--- config.mk ---
export PLATFORM = sky130hd
export DESIGN_NAME = lvm_ctrl
export DESIGN_NICKNAME = d
export VERILOG_FILES = /design/src/hw/rtl/lvm_pkg.sv /design/src/hw/rtl/lvm_ctrl.sv
export SDC_FILE = /design/constraint.sdc
export NUM_CORES = 1
export LEC_CHECK = 0
export BUFFER_PORTS_ARGS = -buffer_cell sky130_fd_sc_hd__buf_2
export CAP_MARGIN = 20
export CORE_AREA = 4 4 41 43
export DETAILED_ROUTE_END_ITERATION = 8
export DIE_AREA = 0 0 45 47
export HOLD_SLACK_MARGIN = 0.15
export PLACE_DENSITY = 0.71
export SYNTH_ARGS = -nofsm -noshare
export SYNTH_HDL_FRONTEND = slang
export SYNTH_SLANG_ARGS = --single-unit
export TNS_END_PERCENT = 100
--- constraint.sdc ---
create_clock -name clk_i -period 2.3 [get_ports clk_i]
set_input_delay 0 -clock clk_i [delete_from_list [all_inputs] [get_ports clk_i]]
set_output_delay 0 -clock clk_i [all_outputs]
set_load 0.01 [all_outputs]
--- src/hw/rtl/lvm_pkg.sv ---
`default_nettype none
package lvm_pkg;

  localparam int unsigned VOICES    = 16;
  localparam int unsigned VOICE_W   = 4;
  localparam int unsigned LOOP_MAX  = 4096;
  localparam int unsigned POS_W     = 12;
  localparam int unsigned LEN_W     = 13;
  localparam int unsigned LIM_SIZE  = 256;
  localparam int unsigned LIM_STEPS = 17;
  localparam int unsigned UNITY_VOL = 32768;
  localparam int unsigned CNT_W     = 4;

  typedef enum logic [2:0] {
    REQ_TICK   = 3'd0,
    REQ_WRITE  = 3'd1,
    REQ_START  = 3'd2,
    REQ_STOP   = 3'd3,
    REQ_TARGET = 3'd4,
    REQ_OFFSET = 3'd5,
    REQ_QUERY  = 3'd6,
    REQ_NOP    = 3'd7
  } req_e;

  typedef enum logic [1:0] {
    ST_OK       = 2'd0,
    ST_INACTIVE = 2'd1,
    ST_RANGE    = 2'd2,
    ST_NO_FREE  = 2'd3
  } stat_e;

  typedef enum logic {
    CFG_LOOP_LEN = 1'b0,
    CFG_VOL_STEP = 1'b1
  } cfg_e;

  typedef enum logic [3:0] {
    CS_IDLE, CS_SCAN, CS_DRAIN0, CS_DRAIN1, CS_LIM0, CS_LIM1, CS_LIM2, CS_LIM3,
    CS_MOD, CS_EXEC, CS_OUT
  } ctrl_state_e;

  typedef struct packed {
    logic             latch;
    logic             scan;
    logic             lim0;
    logic             lim1;
    logic             lim2;
    logic             lim3;
    logic             modstep;
    logic             exec;
    logic [CNT_W-1:0] cnt;
  } cmd_t;

  typedef logic [16:0] lim_tab_t [0:LIM_SIZE];

  typedef int unsigned angle_tab_t [0:LIM_STEPS-1];
  localparam angle_tab_t CORDIC_ANGLE = '{32768, 19344, 10221, 5188, 2604, 1303, 652,
                                          326, 163, 81, 41, 20, 10, 5, 3, 1, 1};

  // atan(x)*2/pi knots, Q16, via integer CORDIC in vectoring mode
  function automatic lim_tab_t build_lim_tab();
    lim_tab_t t;
    longint x, y, z, xs, ys;
    for (int j = 0; j <= LIM_SIZE; j++) begin
      x = 64'sd65536;
      y = (longint'(j) * VOICES * 65536) / LIM_SIZE;
      z = 0;
      for (int i = 0; i < LIM_STEPS; i++) begin
        xs = x >>> i;
        ys = y >>> i;
        if (y > 0) begin
          x = x + ys; y = y - xs; z = z + longint'(CORDIC_ANGLE[i]);
        end else if (y < 0) begin
          x = x - ys; y = y + xs; z = z - longint'(CORDIC_ANGLE[i]);
        end
      end
      if (z < 0) z = 0;
      if (z > 65536) z = 65536;
      t[j] = z[16:0];
    end
    return t;
  endfunction

  localparam lim_tab_t LIM_TAB = build_lim_tab();

endpackage
`default_nettype wire

--- src/hw/rtl/lvm_ctrl.sv ---
`default_nettype none
module lvm_ctrl (
  input  wire logic         clk_i,
  input  wire logic         rst_ni,
  input  wire logic         start,
  input  wire logic [2:0]   req_type_i,
  output lvm_pkg::cmd_t     cmd_o,
  output logic              busy,
  output logic              result_valid_o
);
  import lvm_pkg::*;

  ctrl_state_e state_q, state_d;
  logic [CNT_W-1:0] cnt_q, cnt_d;

  always_comb begin
    state_d = state_q;
    unique case (state_q)
      CS_IDLE: begin
        if (start) begin
          if (req_e'(req_type_i) == REQ_TICK) state_d = CS_SCAN;
          else if (req_e'(req_type_i) == REQ_OFFSET) state_d = CS_MOD;
          else state_d = CS_EXEC;
        end
      end
      CS_SCAN:   if (cnt_q == CNT_W'(VOICES - 1)) state_d = CS_DRAIN0;
      CS_DRAIN0: state_d = CS_DRAIN1;
      CS_DRAIN1: state_d = CS_LIM0;
      CS_LIM0:   state_d = CS_LIM1;
      CS_LIM1:   state_d = CS_LIM2;
      CS_LIM2:   state_d = CS_LIM3;
      CS_LIM3:   state_d = CS_OUT;
      CS_MOD:    if (cnt_q == CNT_W'(LEN_W - 1)) state_d = CS_EXEC;
      CS_EXEC:   state_d = CS_OUT;
      CS_OUT:    state_d = CS_IDLE;
      default:   state_d = CS_IDLE;
    endcase
  end

  always_comb begin
    cnt_d = '0;
    if (state_q == CS_SCAN || state_q == CS_MOD) cnt_d = cnt_q + 1'b1;
  end

  always_comb begin
    cmd_o         = '0;
    cmd_o.latch   = start && (state_q == CS_IDLE);
    cmd_o.scan    = (state_q == CS_SCAN);
    cmd_o.lim0    = (state_q == CS_LIM0);
    cmd_o.lim1    = (state_q == CS_LIM1);
    cmd_o.lim2    = (state_q == CS_LIM2);
    cmd_o.lim3    = (state_q == CS_LIM3);
    cmd_o.modstep = (state_q == CS_MOD);
    cmd_o.exec    = (state_q == CS_EXEC);
    cmd_o.cnt     = cnt_q;
    busy          = (state_q != CS_IDLE);
    result_valid_o = (state_q == CS_OUT);
  end

  always_ff @(posedge clk_i or negedge rst_ni) begin
    if (!rst_ni) begin
      state_q <= CS_IDLE;
      cnt_q   <= '0;
    end else begin
      state_q <= state_d;
      cnt_q   <= cnt_d;
    end
  end

  a_out_one: assert property (@(posedge clk_i) disable iff (!rst_ni)
    (state_q == CS_OUT) |=> (state_q == CS_IDLE)) else $error("result strobe held");
  a_accept: assert property (@(posedge clk_i) disable iff (!rst_ni)
    (start && !busy) |=> busy) else $error("accepted beat not taken");
  a_scan_len: assert property (@(posedge clk_i) disable iff (!rst_ni)
    (state_q == CS_DRAIN0) |-> ($past(cnt_q) == CNT_W'(VOICES - 1)))
    else $error("scan cut short");
endmodule
`default_nettype wire

# After elaboration in Yosys (flattened, before gate mapping)
# Cells that the tools add are included.
# classes
n_addsub,1
n_eq_ne,16
n_mux,7
n_reduce_logical,7
# op_table
operator,count
4-bit case mux with 9 select lines,1
"4-bit equality test, second input constant",5
4-bit two-way mux,5
"4-bit by 3-bit equality test with 1-bit output, second input constant",4
"4-bit by 2-bit equality test with 1-bit output, second input constant",2
"4-bit by 1-bit adder with 4-bit output, second input constant",1
"4-bit by 1-bit equality test with 1-bit output, second input constant",1
4-bit logical NOT,1
"2-bit by 1-bit inequality test with 1-bit output, second input constant",2
4-bit nonzero test,1
"3-bit equality test, second input constant",1
3-bit logical NOT,1
3-bit AND reduction,1
"2-bit inequality test, second input constant",1
2-bit OR reduction,1
1-bit logical AND,1
1-bit logical OR,1
1-bit two-way mux,1
# totals
register_bits,8
input_bits,6
out_inout_bits,14
wordCells,33

# Depth between registers and ports, before layout
# Gate-level depths: netlist (run 1).
# logic_depth
ltp_word,5
mapped_depth,5
ltp_nobuf,5

# Worst setup path after synthesis (run 1)
# Ideal clock, no wire load.
# synth_path
path_kind,register -> register
start,reg state_q[0]
end,reg state_q[0]
arrival_ns,1.298
t_required_ns,2.175
path_slack_ns,0.877
path_stages_with_launch,5
path_cell_list,dfrtp_1 > buf_6 > nor4b_2 > a22o_4 > o41ai_2
# synth_lines
item,line,source
start: declaration,lvm_ctrl.sv:13,"ctrl_state_e state_q, state_d;"
start signal: assignment,lvm_ctrl.sv:65,state_q <= state_d;

==> results of run 1 <==
[cells by family after synthesis]
kind of cell / after synthesis / synth area share, %
adder cells (fa/ha/maj): 2 / 4.338
XOR/XNOR: 3 / 4.556
flip-flops: 8 / 34.71
AND/OR/NAND/NOR: 33 / 33.41
buffers and inverters: 6 / 8.460
AO/OA/AOI/OAI: 7 / 14.54
[tightest hold or removal path, stage by stage]
cell and delay [ns]:
buf_2 0.10, nor3_1 0.13, o41a_1 0.16, o41ai_2 0.06
[stage by stage]
stage | std cells | hold WS, ns | utilization [%] | power, W
after detailed placement | 89 | -0.1453 | 49.90 | 0.0008138
final | 95 | 0.2349 | 53.94 | 0.0009188
after global placement | 89 | -0.1500 | 49.90 | 0.0008066
after global routing | 95 | 0.2723 | 53.94 | 0.001006
after floorplan | 59 | -0.2956 | - | 0.0007377
after CTS | 95 | 0.2416 | 53.94 | 0.0009259
[cells in the mapped netlist]
| cell | number |
|---|---|
| o41ai_2 | 2 |
| a211o_1 | 1 |
| or4_4 | 1 |
| a31oi_1 | 1 |
| buf_4 | 1 |
| or2b_1 | 1 |
| nor4bb_1 | 1 |
| nor2_1 | 13 |
| o21a_1 | 1 |
| and3_1 | 1 |
| nand2b_1 | 3 |
| buf_6 | 3 |
| xor2_1 | 2 |
| nor4b_2 | 2 |
| inv_1 | 2 |
| nor4_1 | 1 |
| a22o_4 | 1 |
| xnor2_1 | 1 |
| nor3_1 | 2 |
| o41a_1 | 1 |
| nor2b_1 | 1 |
| ha_1 | 2 |
| nor2_4 | 1 |
| dfrtp_1 | 8 |
| nand3_1 | 3 |
| nand2_1 | 3 |
[flip-flops by register name, indices dropped and copies added (netlist names)]
| signal | count |
|---|---|
| state_q | 4 |
| cnt_q | 4 |
[what timing repair did]
item,4_1_cts,5_1_grt
setup buffers,0,0
hold endpoints to repair,10,0
hold buffers,3,0
[power breakdown]
group	internal [W]	total (W)	switching [W]
clock network	0.0000596	0.000106	0.0000461
logic	0.000255	0.000505	0.000250
registers	0.000194	0.000308	0.000114
total	0.000509	0.000919	0.000410
[layout make-up]
| cell class | instances | area [um2] |
|---|---|---|
| Sequential cell | 8 | 200.2 |
| Multi-Input combinational cell | 45 | 327.8 |
| Timing Repair Buffer | 22 | 125.1 |
| Tap cell | 15 | 18.77 |
| Fill cell | 138 | 599.3 |
| Clock buffer | 3 | 22.52 |
| Inverter | 2 | 7.507 |
[metal layers]
| layer | GRT usage [%] | vias up | part of all wire (%) |
|---|---|---|---|
| met3 | 2.682 | 0 | 7.9 |
| met2 | 25.42 | 18 | 50 |
| met1 | 15.89 | 225 | 42 |
| li1 | - | 252 | - |
| met4 | 7.018 | 0 | 0 |
| met5 | 0 | - | 0 |
[final timing paths]
kind / endpoint / slack [ns]
worst max-delay path: cmd_o[10] / 0.76
worst min-delay path: state_q[3] / 0.23
worst max register to register: cnt_q[1] / 0.84
worst min register to register: cnt_q[0] / 0.50
max in group asynchronous: cnt_q[1] / 1.32
min in group asynchronous: state_q[0] / 0.70
==> impl_results.md, run 1 <==
- Syn Inst Count: 59
- Gr usage total: 14.11%
- Die area: 2115 um2
- Final instance area: 701.9 um2
- Unrepaired setup endpoints after global routing: no
- Worst Clk Skew: 0.007404 ns
- Cells along the critical path: nor4b_2 -> buf_2
- Worst-path clk slew: 0.06 ns
- Slew Limit Fails: 0
- Port bufs: 19
- GRT overflow: 0
- Avg WL per Cell: 12.88 um
- DIE HEIGHT: 47 um
- Hold/Removal Path Class: in2reg
- CP Data Arrival Time: 1.54 ns
- Final GP Congestion: 0.7526
- Total CTS buffers: 3
- Sink Count: 8
- Drt via density: 5.211
- Pleak: 0.3479 nW
- Drt drc: 0
- Initial antenna violation count: 0
- Critical setup path kind: reg2out
- Ports: 20
- Synth cell types: 26
- Clk buf depth: 2
- Commonest cells after routing, fill and taps aside: buf_2 (19), nor2_1 (13), dfrtp_1 (8)
- Count of antenna diodes in the layout: 0
- Critical Path Stages: 2
- Width of the die: 45 um
- Nets: 90
- Final period util: 66.83%
- Layout cells sized above 1: 36.25%
- CTS tree: done
- Total wire length: 1224 um
- Power per cell area: 1309 nW/um2
- Startpoint Class: flip-flop
- Count of state elements after synthesis: 8
- Worst slew pin tran: 0.5086 ns
- H-Tree Depth: 1
- CP top delay family: simple AND/OR/NAND/NOR gates
- First drt pass iteration count: 3
- Setup Viol. Count Final: 0
- Via count: 495
- Crit path launch: state_q[1]
- Area share of the leading cell type in the synthesized netlist: 34.71%
- Clock Latency Late Sink: 0.25 ns
- HPWL after DPL: 966.5 um
- Slowest stage delay, CP: 0.56 ns
- Setup crit end kind: output pin
- Clk root buf: clkbuf_4
- Final Hold Vio Count: 0
- Routed Antenna Nets: 0
- Core box area: 1301 um2
- Relative slew margins: 66.00%
- Sequential share of the synthesized area: 34.71%
- Iter 0 DRT Violations: 3
- Tmin final: 1.537 ns
- Initial Utilization: 44.33%
- Hold Crit Depth: 4
- Vias in the first global route: 501
- Buf+Inv Stages, Crit Path: 1
- Area grow syn2layout: 21.69%
- Commonest non-fill, non-tap cell in the layout: buf_2
- Min-delay src: req_type_i[2]
- Worst slack, placed: 0.8342 ns
- Worst Reg-to-Reg Cells: 3
- Fmax: 0.6506 GHz
- First-pass GRT wire length: 2166 um
- Synthesized area per cell: 9.776 um2
- Post-CTS sizing: 0
- Final TNS setup: 0 ns
- Slowest-stage cell, CP: nor4b_2
- Status: finished clean
- Synth area leaders: dfrtp_1 (35%), nor2_1 (8.5%), buf_6 (5.9%)
- PnR worst setup slack: 0.7630 ns
- Syn Nets: 67
- Worst reg2reg startpoint: state_q[1]
- Synth warn: 0
- Post-synthesis cell type with the largest combined area: dfrtp_1
- Max-capacitance violation count: 0
- Critical Path Fanout Max: 12
- Largest net degree at the start of global routing: 13
- FP Rows: 13
- Worst vdd ir: 0.4943 mV
- Worst path required time: 2.30 ns
- DP Area: 649.4 um2
- Cell area after synthesis: 576.8 um2
Note: power is estimated with default switching activity, not from simulation.
==> inputs of run 2 (changes only) <==
--- a/config.mk
+++ b/config.mk
@@ -5,13 +5,14 @@
 export SDC_FILE = /design/constraint.sdc
 export NUM_CORES = 1
 export LEC_CHECK = 0
+export ABC_AREA = 1
 export BUFFER_PORTS_ARGS = -buffer_cell sky130_fd_sc_hd__buf_2
 export CAP_MARGIN = 20
-export CORE_AREA = 4 4 41 43
+export CORE_MARGIN = 4
+export CORE_UTILIZATION = 42
 export DETAILED_ROUTE_END_ITERATION = 8
-export DIE_AREA = 0 0 45 47
 export HOLD_SLACK_MARGIN = 0.15
-export PLACE_DENSITY = 0.71
+export PLACE_DENSITY = 0.72
 export SYNTH_ARGS = -nofsm -noshare
 export SYNTH_HDL_FRONTEND = slang
 export SYNTH_SLANG_ARGS = --single-unit
==> constraint.sdc (replaced) <==
create_clock -name clk_i -period 1.28 [get_ports clk_i]
set_input_delay 0 -clock clk_i [delete_from_list [all_inputs] [get_ports clk_i]]
set_output_delay 0 -clock clk_i [all_outputs]
set_load 0.01 [all_outputs]
==> run 2 against run 1 <==
First-iteration DRC count rose to 4.0 times the previous value. Non-clock buffer count rose by 3. Largest power group unchanged. Critical path depth rose by 2. Largest cell class unchanged. Hold slack got worse by 0.085 ns. Highest routed layer unchanged. Sequential share of layout area decreased by 2.4 points. Clock power increased by 80%. Register-to-register slack lost 0.74 ns. Setup slack worse by 0.70 ns.
==> impl_results.md, run 2 <==
- Met2 routed wirelength: 590 um (was 608 um)
- Setup Viol. Count Final: 0 (unchanged)
- Avg WL per Cell: 9.789 um (was 12.88 um)
- GRT overflow: 0 (unchanged)
- HPWL after DPL: 1027 um (was 966.5 um)
- Setup crit end kind: output pin (unchanged)
- Synth warn: 0 (unchanged)
- Critical Path Fanout Max: 7 (was 12)
- PnR worst setup slack: 0.06139 ns (was 0.7630 ns)
- Final Hold Vio Count: 0 (unchanged)
- First drt pass iteration count: 4 (was 3)
- Worst Reg-to-Reg Cells: 7 (was 3)
- Vias in the first global route: 527 (was 501)
- Layout cells sized above 1: 43.36% (was 36.25%)
- Commonest non-fill, non-tap cell in the layout: buf_2 (unchanged)
- Sink Count: 8 (unchanged)
- Area grow syn2layout: 37.12% (was 21.69%)
- Sequential share of the synthesized area: 34.93% (was 34.71%)
- Nets: 123 (was 90)
- Pleak: 0.4561 nW (was 0.3479 nW)
- Final GP Congestion: 0.7922 (was 0.7526)
- Die area: 2019 um2 (was 2115 um2)
- Storage element area: 205.2 um2 (was 200.2 um2)
- Count of antenna diodes in the layout: 0 (unchanged)
- Critical setup path kind: reg2out (unchanged)
- Commonest cells after routing, fill and taps aside: buf_2 (19), inv_1 (15), nand2_1 (14), nor2_1 (13) (was buf_2 (19), nor2_1 (13), dfrtp_1 (8))
- Routed Antenna Nets: 0 (unchanged)
- Unrepaired setup endpoints after global routing: yes (was no)
- Synthesized area per cell: 6.742 um2 (was 9.776 um2)
- DR top layer: met3 (unchanged)
- Clock Latency Late Sink: 0.25 ns (about the same)
- Hold/Removal Path Class: in2reg (unchanged)
- Synth area leaders: dfrtp_1 (35%), inv_1 (10%), nor2_1 (10%) (was dfrtp_1 (35%), nor2_1 (8.5%), buf_6 (5.9%))
- Synth cell types: 16 (was 26)
- Iter 0 DRT Violations: 12 (was 3)
- Final period util: 95.20%
- Final core occ: 61.15% (was 53.94%)
- Primary FF master, synth: dfrtp_1 (unchanged)
- Clk root buf: clkbuf_4 (unchanged)
- Largest net degree at the start of global routing: 9 (was 13)
- FP Rows: 13 (unchanged)
- CTS tree: done (unchanged)
- H-Tree Depth: 1 (unchanged)
- Status: finished clean (unchanged)
- Count of state elements after synthesis: 8 (unchanged)
- Width of the die: 44.94 um (was 45 um)
- Total CTS buffers: 3 (unchanged)
- WL met3: 74 um (was 97 um)
- Largest registers: cnt_q: 4 flops, state_q: 4 flops (unchanged)
- Worst-path clk slew: 0.05 ns (was 0.06 ns)
- Slowest stage delay, CP: 0.46 ns (was 0.56 ns)
- Slowest-stage cell, CP: dfrtp_2 (was nor4b_2)
- Initial Utilization: 44.60% (was 44.33%)
- Clk buf depth: 2 (unchanged)
- Core box area: 1285 um2 (was 1301 um2)
- Power per cell area: 2304 nW/um2 (was 1309 nW/um2)
- Worst vdd ir: 1.048 mV (was 0.4943 mV)
- Post-synthesis cell type with the largest combined area: dfrtp_1 (unchanged)
- Drt via density: 4.711 (was 5.211)
- Fillcell total: 122 (was 138)
- Ports: 20 (unchanged)
- Hold Crit Depth: 5 (was 4)
- First-pass GRT wire length: 2125 um (was 2166 um)
- Startpoint Class: flip-flop (unchanged)
- Syn Nets: 93 (was 67)
- Worst slew pin tran: 0.3640 ns (was 0.5086 ns)
- Tmin final: 1.219 ns
- Worst Clk Skew: 0.0003449 ns (was 0.007404 ns)
- Worst slack, placed: 0.06910 ns (was 0.8342 ns)
- Relative slew margins: 75.65% (was 66.00%)
- Syn Inst Count: 85 (was 59)
- Drt drc: 0 (unchanged)
- Port bufs: 19 (unchanged)
- CP Data Arrival Time: 1.22 ns (was 1.54 ns)
- Gr usage total: 14.09% (was 14.11%)
- EDFF count, synth: 0 (unchanged)
- Initial antenna violation count: 0 (unchanged)
- Slew Limit Fails: 0 (unchanged)
- Fmax: 0.8206 GHz
- FFs w/ async S/R, synth: 100.0% (unchanged)
- Worst path required time: 1.28 ns (was 2.30 ns)
- Cells along the critical path: nor2_4 -> nand3_2 -> inv_1 -> buf_2 (was nor4b_2 -> buf_2)
- M1 WL: 588 um (was 517 um)
- DIE HEIGHT: 44.94 um (was 47 um)
- Area share of the leading cell type in the synthesized netlist: 34.93% (was 34.71%)
- Post-synth top cells: inv_1 (16), nor2_1 (16), nand2_1 (15) (was nor2_1 (13), dfrtp_1 (8))
- Via count: 603 (was 495)
- Cell area after synthesis: 573.1 um2 (was 576.8 um2)
- Multi-input logic area: 319.1 um2 (was 327.8 um2)
- Max-capacitance violation count: 0 (unchanged)
- Total wire length: 1253 um (was 1224 um)
[run 2: changes by cell type in the layout (fill, tap and decap cells not counted), moves of 3 or more]
cell	previous run	this run
inv_1	2	15
dfrtp_2	0	4
nor2_2	0	6
inv_2	0	4
nand2b_1	3	0
nand3_1	3	6
buf_4	0	3
o21ai_0	0	4
nand2_1	3	14
nand2_2	0	3
dfrtp_1	8	4
[run 2: through the flow]
stage / std cells / hold WS, ns / TNS, ns / cell area, um2 / total power (W)
after floorplan: 85 / -0.2956 / 0 / 573.1 / 0.001207
after global placement: 120 / -0.1490 / 0 / 694.4 / 0.001493
after detailed placement: 120 / -0.1482 / 0 / 694.4 / 0.001506
after CTS: 125 / 0.1614 / 0 / 737.0 / 0.001709
after global routing: 128 / 0.2028 / -0.03900 / 785.8 / 0.002003
final: 128 / 0.1495 / 0 / 785.8 / 0.001811
[run 2: logic make-up after synthesis]
family,after synthesis,synth area share (%)
compound gates,6,5.459
xor+xnor,1,1.529
fa+ha+maj,2,4.366
buf+inv,19,12.45
flops,8,34.93
simple gates,49,41.27
[run 2: worst max-delay path: cells and delay by family (launching register included)]
| family | cells | cell delay, ns |
|---|---|---|
| buffers and inverters | 2 | 0.20 |
| AND/OR/NAND/NOR | 2 | 0.31 |
| flip-flops | 1 | 0.46 |
[run 2: layout make-up]
| cell class | count | share of cell area, % |
|---|---|---|
| tap | 15 | 2.389 |
| timing repair buffer | 25 | 18.95 |
| inverter | 19 | 9.076 |
| clock buffer | 3 | 2.866 |
| multi-input combinational | 58 | 40.61 |
| sequential | 8 | 26.11 |
[run 2: path summary, 6_finish.rpt]
| path | end | slack, ns | from |
|---|---|---|---|
| setup / recovery | cmd_o[5] | 0.06 | state_q[1] |
| hold / removal | state_q[1] | 0.15 | start |
| setup reg to reg | state_q[0] | 0.10 | cnt_q[0] |
| hold reg to reg | cnt_q[0] | 0.51 | cnt_q[0] |
| max in group asynchronous | state_q[0] | 0.28 | rst_ni |
| min in group asynchronous | cnt_q[1] | 0.71 | rst_ni |
[run 2: what timing repair did]
action,in CTS,in global routing
hold endpoints to repair,8,0
setup endpoints to repair,0,10
gates resized for setup,0,12
hold buffers,2,0
setup buffers,0,3
[run 2: report_power, final]
group          switching [W]  total, W  internal (W)
sequential          0.000154  0.000514      0.000360
clock              0.0000835  0.000191      0.000107
combinational       0.000653   0.00111      0.000453
[run 2: metal layers]
| metal | GRT usage, % | vias up |
|---|---|---|
| met5 | 0 | - |
| met4 | 3.509 | 0 |
| met3 | 3.586 | 0 |
| met2 | 20.90 | 17 |
| met1 | 20.35 | 272 |
| li1 | - | 314 |
